[src/mandelbrot_escape_pixel_unit_macros.svh]
// ----------------------------------------------------------------------------
// Mandelbrot escape pixel unit - assertion macros
// Shared concurrent assertion forms, clocked on clk and disabled in reset.
// ----------------------------------------------------------------------------
`ifndef MANDELBROT_ESCAPE_PIXEL_UNIT_MACROS_SVH
`define MANDELBROT_ESCAPE_PIXEL_UNIT_MACROS_SVH

// same-cycle implication
`define MEP_ASSERT_IMP(lbl, ante, cons, msg) \
    lbl: assert property (@(posedge clk) disable iff (!rst_n) (ante) |-> (cons)) \
        else $error(msg);

// next-cycle implication
`define MEP_ASSERT_NEXT(lbl, ante, cons, msg) \
    lbl: assert property (@(posedge clk) disable iff (!rst_n) (ante) |=> (cons)) \
        else $error(msg);

`endif

[src/mep_pkg.sv]
// ----------------------------------------------------------------------------
// mep_pkg
// Widths, constants, types and arithmetic helpers of the escape pixel unit.
// ----------------------------------------------------------------------------
`timescale 1ns / 1ps

package mep_pkg;

    localparam int COLUMN_BITS = 12;
    localparam int FRAC_BITS   = 28;
    localparam int ITER_BITS   = 16;

    localparam int VAL_BITS = FRAC_BITS + 2;        // coordinate field width
    localparam int QW       = FRAC_BITS + 4;        // Q3.F held value, signed
    localparam int SQW      = FRAC_BITS + 6;        // saturated square, unsigned
    localparam int PW       = 2 * QW;               // full product
    localparam int SUMW     = FRAC_BITS + 8;        // pre-clamp sums
    localparam int OFFW     = COLUMN_BITS + 1 + VAL_BITS;

    localparam int IDX_BITS     = 8;
    localparam int NUMW         = ITER_BITS + IDX_BITS;
    localparam int DENW         = ITER_BITS + IDX_BITS - 1;
    localparam int DIV_CNT_BITS = $clog2(IDX_BITS);

    localparam int IN_DATA_W  = ((COLUMN_BITS + VAL_BITS + 7) / 8) * 8;
    localparam int OUT_DATA_W = ((ITER_BITS + 24 + 7) / 8) * 8;
    localparam int CFG_DATA_W = (VAL_BITS > ITER_BITS) ? VAL_BITS : ITER_BITS;
    localparam int CFG_IDX_BITS = 1;

    localparam logic [CFG_IDX_BITS-1:0] REG_REAL_STEP = 1'b0;
    localparam logic [CFG_IDX_BITS-1:0] REG_MAX_ITER  = 1'b1;

    localparam logic [VAL_BITS-1:0]  REAL_STEP_RST = VAL_BITS'(5) << (FRAC_BITS - 9);
    localparam logic [ITER_BITS-1:0] MAX_ITER_RST  = ITER_BITS'(256);

    typedef logic signed [QW-1:0]   q_t;
    typedef logic        [SQW-1:0]  sq_t;
    typedef logic signed [PW-1:0]   prod_t;
    typedef logic signed [SUMW-1:0] sum_t;
    typedef logic [ITER_BITS-1:0]   iter_t;

    localparam q_t Q_MAX = {1'b0, {(QW-1){1'b1}}};
    localparam q_t Q_MIN = {1'b1, {(QW-1){1'b0}}};
    localparam q_t TWO_Q = q_t'(2) << FRAC_BITS;
    localparam sq_t SQ_MAX = {SQW{1'b1}};
    localparam logic [SQW:0] ESC_LIM = (SQW+1)'(1) << (FRAC_BITS + 2);
    localparam logic [NUMW-1:0] IDX_MAX = NUMW'(255);

    typedef struct packed {
        logic [7:0] red;
        logic [7:0] green;
        logic [7:0] blue;
    } rgb_t;

    typedef struct packed {
        logic load;
        logic init;
        logic step;
        logic mul;
        logic sqr;
        logic div_init;
        logic div_step;
        logic out_load;
    } cmd_t;

    typedef struct packed {
        logic cont;
        logic at_limit;
        logic div_last;
    } status_t;

    // floor(p / 2^F), saturated; p is a square, never negative
    function automatic sq_t sat_sq(prod_t p);
        sq_t r;
        if (|p[PW-1:PW-2])
            r = SQ_MAX;
        else
            r = p[SQW+FRAC_BITS-1:FRAC_BITS];
        return r;
    endfunction

    // floor(p / 2^(F-1)), saturated to the Q3.F range
    function automatic q_t sat_xy(prod_t p);
        logic [PW-1:0] s;
        q_t r;
        s = p >>> (FRAC_BITS - 1);
        if ((&s[PW-1:QW-1]) || !(|s[PW-1:QW-1]))
            r = q_t'(s[QW-1:0]);
        else if (s[PW-1])
            r = Q_MIN;
        else
            r = Q_MAX;
        return r;
    endfunction

    function automatic q_t clamp_sum(sum_t v);
        q_t r;
        if ((&v[SUMW-1:QW-1]) || !(|v[SUMW-1:QW-1]))
            r = q_t'(v[QW-1:0]);
        else if (v[SUMW-1])
            r = Q_MIN;
        else
            r = Q_MAX;
        return r;
    endfunction

    function automatic rgb_t palette(logic [IDX_BITS-1:0] idx, logic black);
        rgb_t c;
        logic [7:0] ramp;
        ramp = {idx[5:0], 2'b00};
        c = '0;
        if (!black)
        begin
            case (idx[7:6])
                2'b00:
                begin
                    c.green = ramp;
                    c.blue  = 8'd255;
                end
                2'b01:
                begin
                    c.green = 8'd255;
                    c.blue  = 8'd255 - ramp;
                end
                2'b10:
                begin
                    c.red   = ramp;
                    c.green = 8'd255;
                end
                default:
                begin
                    c.red   = 8'd255;
                    c.green = 8'd255 - ramp;
                end
            endcase
        end
        return c;
    endfunction

endpackage

[src/mep_ctrl.sv]
// ----------------------------------------------------------------------------
// mep_ctrl
// Sequencer: coordinate setup, iteration loop, palette divide, result hand-off.
// ----------------------------------------------------------------------------
`timescale 1ns / 1ps
`include "mandelbrot_escape_pixel_unit_macros.svh"

module mep_ctrl (
    input  logic             clk,
    input  logic             rst_n,
    input  logic             in_valid,
    output logic             in_ready,
    output logic             out_valid,
    input  logic             out_ready,
    input  mep_pkg::status_t status,
    output mep_pkg::cmd_t    cmd
);
    import mep_pkg::*;

    typedef enum logic [6:0] {
        S_IDLE  = 7'b0000001,
        S_INIT  = 7'b0000010,
        S_CHECK = 7'b0000100,
        S_MUL   = 7'b0001000,
        S_SQR   = 7'b0010000,
        S_DIV   = 7'b0100000,
        S_DONE  = 7'b1000000
    } state_t;

    state_t state_reg, state_next;
    logic   out_valid_reg, out_valid_next;

    always_comb
    begin
        state_next     = state_reg;
        out_valid_next = out_valid_reg && !out_ready;
        cmd            = '0;
        in_ready       = 1'b0;
        case (state_reg)
            S_IDLE:
            begin
                in_ready = 1'b1;
                if (in_valid)
                begin
                    cmd.load   = 1'b1;
                    state_next = S_INIT;
                end
            end
            S_INIT:
            begin
                cmd.init   = 1'b1;
                state_next = S_CHECK;
            end
            S_CHECK:
            begin
                if (status.cont)
                begin
                    cmd.step   = 1'b1;
                    state_next = S_MUL;
                end
                else if (status.at_limit)
                begin
                    state_next = S_DONE;
                end
                else
                begin
                    cmd.div_init = 1'b1;
                    state_next   = S_DIV;
                end
            end
            S_MUL:
            begin
                cmd.mul    = 1'b1;
                state_next = S_SQR;
            end
            S_SQR:
            begin
                cmd.sqr    = 1'b1;
                state_next = S_CHECK;
            end
            S_DIV:
            begin
                cmd.div_step = 1'b1;
                if (status.div_last)
                    state_next = S_DONE;
            end
            S_DONE:
            begin
                if (!out_valid_reg || out_ready)
                begin
                    cmd.out_load   = 1'b1;
                    out_valid_next = 1'b1;
                    state_next     = S_IDLE;
                end
            end
            default:
            begin
                state_next = S_IDLE;
            end
        endcase
    end

    always_ff @(posedge clk or negedge rst_n)
    begin
        if (!rst_n)
        begin
            state_reg     <= S_IDLE;
            out_valid_reg <= 1'b0;
        end
        else
        begin
            state_reg     <= state_next;
            out_valid_reg <= out_valid_next;
        end
    end

    assign out_valid = out_valid_reg;

    `MEP_ASSERT_NEXT(a_one_in_flight, in_valid && in_ready, !in_ready, "second request taken while busy")
    `MEP_ASSERT_IMP(a_no_overwrite, cmd.out_load, !out_valid_reg || out_ready, "pending result overwritten")
    `MEP_ASSERT_NEXT(a_out_held, out_valid && !out_ready, out_valid, "result dropped before taken")

endmodule

[config.mk]
export PLATFORM = sky130hd
export DESIGN_NAME = mep_ctrl
export DESIGN_NICKNAME = d
export VERILOG_FILES = /design/src/mep_pkg.sv /design/src/mep_ctrl.sv
export VERILOG_INCLUDE_DIRS = /design/src /design/src/src
export SDC_FILE = /design/constraint.sdc
export NUM_CORES = 1
export LEC_CHECK = 0
export ABC_AREA = 1
export ABC_CLOCK_PERIOD_IN_PS = 2250
export BUFFER_PORTS_ARGS = -buffer_cell sky130_fd_sc_hd__buf_2
export CORE_MARGIN = 2
export CORE_UTILIZATION = 25
export CTS_CLUSTER_DIAMETER = 50
export DETAILED_ROUTE_END_ITERATION = 8
export SLEW_MARGIN = 20
export SYNTH_ARGS = -nofsm -noshare
export SYNTH_HDL_FRONTEND = slang
export SYNTH_SLANG_ARGS = --single-unit
[constraint.sdc]
create_clock -name clk -period 2.25 [get_ports clk]
set_clock_uncertainty 0.1 [all_clocks]
set_input_delay 0.1125 -clock clk [delete_from_list [all_inputs] [get_ports clk]]
set_output_delay 0.1125 -clock clk [all_outputs]
set_load 0.1 [all_outputs]
==> results.md <==
- Status: completed
- Nets: 101
- Root Driver: clkbuf_4
- Sequential power share: 0.245
- Final core utilization: 0.3428
- First-pass GRT wire length: 1876 um
- CTS tree: built
- Synth Area per Inst: 7.406 um^2
- Placement Cell Area: 656.9 um^2
- Mux cell area share after synthesis: 0
- Fill count: 217
- Switch share: 0.5717
- Tmin final: 1892 ps
- Vias per cell: 4.033
- Largest net degree at the start of global routing: 10
- Post-synthesis xor/xnor area fraction: 0
- CP Max Fanout: 3
- Ratio of cells with drive above 1 in the final layout: 0.4516
- Max VDD drop: 0.6104 mV
- Switch Pwr: 0.4739 mW
- Mapped Area: 548.0 um^2
- Area grow syn2layout: 26.48%
- CTS Sinks: 8
- DR pass1 iterations: 4
- Vias in the first global route: 480
- WP data arrival: 1680 ps
- Reg-to-reg slack, setup: 860 ps
- Total number of vias: 484
- Sequential element share of the synthesized area: 0.3676
- Initial antenna violation count: 0
- Yosys warns: 0
- Largest register FFs: 7
- Total track usage: 0.09832
- Combinational power share: 0.618
- Hold Path Class: in2reg
- Worst skew pair latency: 250 ps
- Post-synthesis adder-cell area fraction: 0
- P_int: 0.3551 mW
- Netlist cell types: 16
- Clock Path Buffers: 2
- Routed wire length: 1127 um
- GPL Wtd Cong: 0.7377
- Crit end category: primary output
- RSZ-0062 raised after global routing: false
- # DRC: 0
- Clock transition at the registers of the reported paths: 60 ps
- Final instance area: 693.2 um^2
- Final hold viol count: 0
- Largest family of logic cells by synthesized area: simple AND/OR/NAND/NOR gates
- Post-Synthesis Cells: 74
- DR iter-0 viols: 10
- Avg WL per Cell: 9.392 um
- PortBufs: 16
- Most frequent cells in the layout: buf_2 (16), inv_1 (15), nor2_1 (9)
- Chip width: 50.82 um
- Worst r2r dst: state_reg[6]
- Simple-gate share of the synthesized area: 0.4452
- Final cycle utilization of the critical path: 0.8410
- MaxCap Viol Count: 0
- Syn Nets: 81
- Total congestion overflow: 0
- Fin Setup TNS: 0 ps
- CP Launch Type: flip-flop
- Post-synthesis compound-gate area fraction: 0.04338
- Detail Route Antenna Nets: 0
- Crit-path cells: nor2_2 -> nand2_2 -> inv_1 -> nand3_1 -> nor2_2 -> buf_2
- Worst slew margin: 0.6767
- Placed Cells: 115
- Pleak: 0.4090 nW
- Row count: 16
- R2R cell count: 7
- Slew Limit Fails: 0
- CP startpoint: state_reg[3]
- H-tree lvl count: 1
- Half-perimeter wire length after placement: 973.9 um
- CP max stage delay: 430 ps
- Clock group share of total power: 0.137
- Max Fclk: 528.5 MHz
- FF+latch count, synth: 8
- Ant diodes: 0
- Hold_ws: 39.61 ps
- Die Height: 50.82 um
- Critical Path End: cmd[0]
- Most frequent cell on the critical path: nor2_2
- Worst-margin pin slew: 488.2 ps
- Critical path type: reg2out
- Layout Cells excl Fill: 120
- I/O pin cnt: 17
- Initial Util: 0.2710
- Pwr per Cell Area: 1196 mW/mm^2
- Core area: 0.002022 mm^2
- Most common cell after layout, fill and taps aside: buf_2
- TritonCTS buffer count: 3
- Die area: 0.002583 mm^2
- Final setup fails: 0
- Slowest CP cell: buf_2
- Startpoint of the worst register-to-register path: state_reg[0]
- Critical path required time: 2040 ps
[routing by layer]
layer / part of all wire / global-route usage
met5: 0 / 0
met4: 0.013 / 0.06757
met3: 0.018 / 0.008772
met2: 0.53 / 0.1776
met1: 0.44 / 0.1083
[how the worst min path moves through the flow]
stage                         start      endpoint  slack, ps  cells after the start
final                     status[0]  state_reg[5]         40                      4
after global placement        rst_n     out_valid       -140                      1
after detailed placement      rst_n  state_reg[5]       -140                      1
after CTS                 status[0]  state_reg[5]         40                      4
after floorplan               rst_n     out_valid       -280                      0
after global routing      status[0]  state_reg[5]         50                      4
[layout make-up]
cell class | count | area, um^2 | share of cell area
flip-flops and latches | 8 | 201.4 | 0.2906
multi-input cells | 47 | 277.8 | 0.4007
well taps | 27 | 33.78 | 0.04874
clock buffers | 4 | 26.28 | 0.03791
repair buffers | 17 | 90.09 | 0.1300
inverters | 17 | 63.81 | 0.09206
[stage by stage]
stage | setup slack (ps) | total power, mW
floorplan | 105.8 | 0.6494
global placement | 627.4 | 0.7145
detailed placement | 616.3 | 0.7212
CTS | 336.4 | 0.8414
global route | 220.4 | 0.8909
finish | 357.8 | 0.8290
[what timing repair did]
action | CTS | global route
resized for setup | 0 | 0
hold buffers | 1 | 0
endpoints found under the setup margin | 0 | 0
endpoints found under the hold margin | 8 | 0
setup buffers | 0 | 0
[synth_stat cells]
library cell	n	area share
buf_4	2	0.027
dfrtp_1	7	0.32
dfstp_2	1	0.048
inv_1	15	0.10
inv_2	2	0.014
nand2_1	8	0.055
nand2_2	4	0.046
nand2_4	1	0.021
nand3_1	6	0.055
nand3_2	1	0.018
nor2_1	11	0.075
nor2_2	6	0.069
nor2_4	3	0.062
nor3_1	5	0.046
o21bai_2	1	0.021
o22ai_2	1	0.023
[power by group through the flow]
stage                     logic [mW]  registers, mW  clock network (mW)
final                          0.512          0.203               0.114
after floorplan                0.443          0.207                   0
after global placement         0.511          0.204                   0
after detailed placement       0.515          0.206                   0
after global routing           0.553          0.208               0.130
after CTS                      0.518          0.204               0.120
[cells by family (layout without fill, tap and decap cells)]
family	after synthesis	after routing
compound gates	2	2
buf+inv	19	38
flops	8	8
simple gates	45	45
[critical path, delay by kind of cell (launching register included)]
kind	cells	cell delay, ps
buffers and inverters	2	510
AND/OR/NAND/NOR	4	540
flip-flops	1	400
Note: power is estimated with default switching activity, not from simulation.
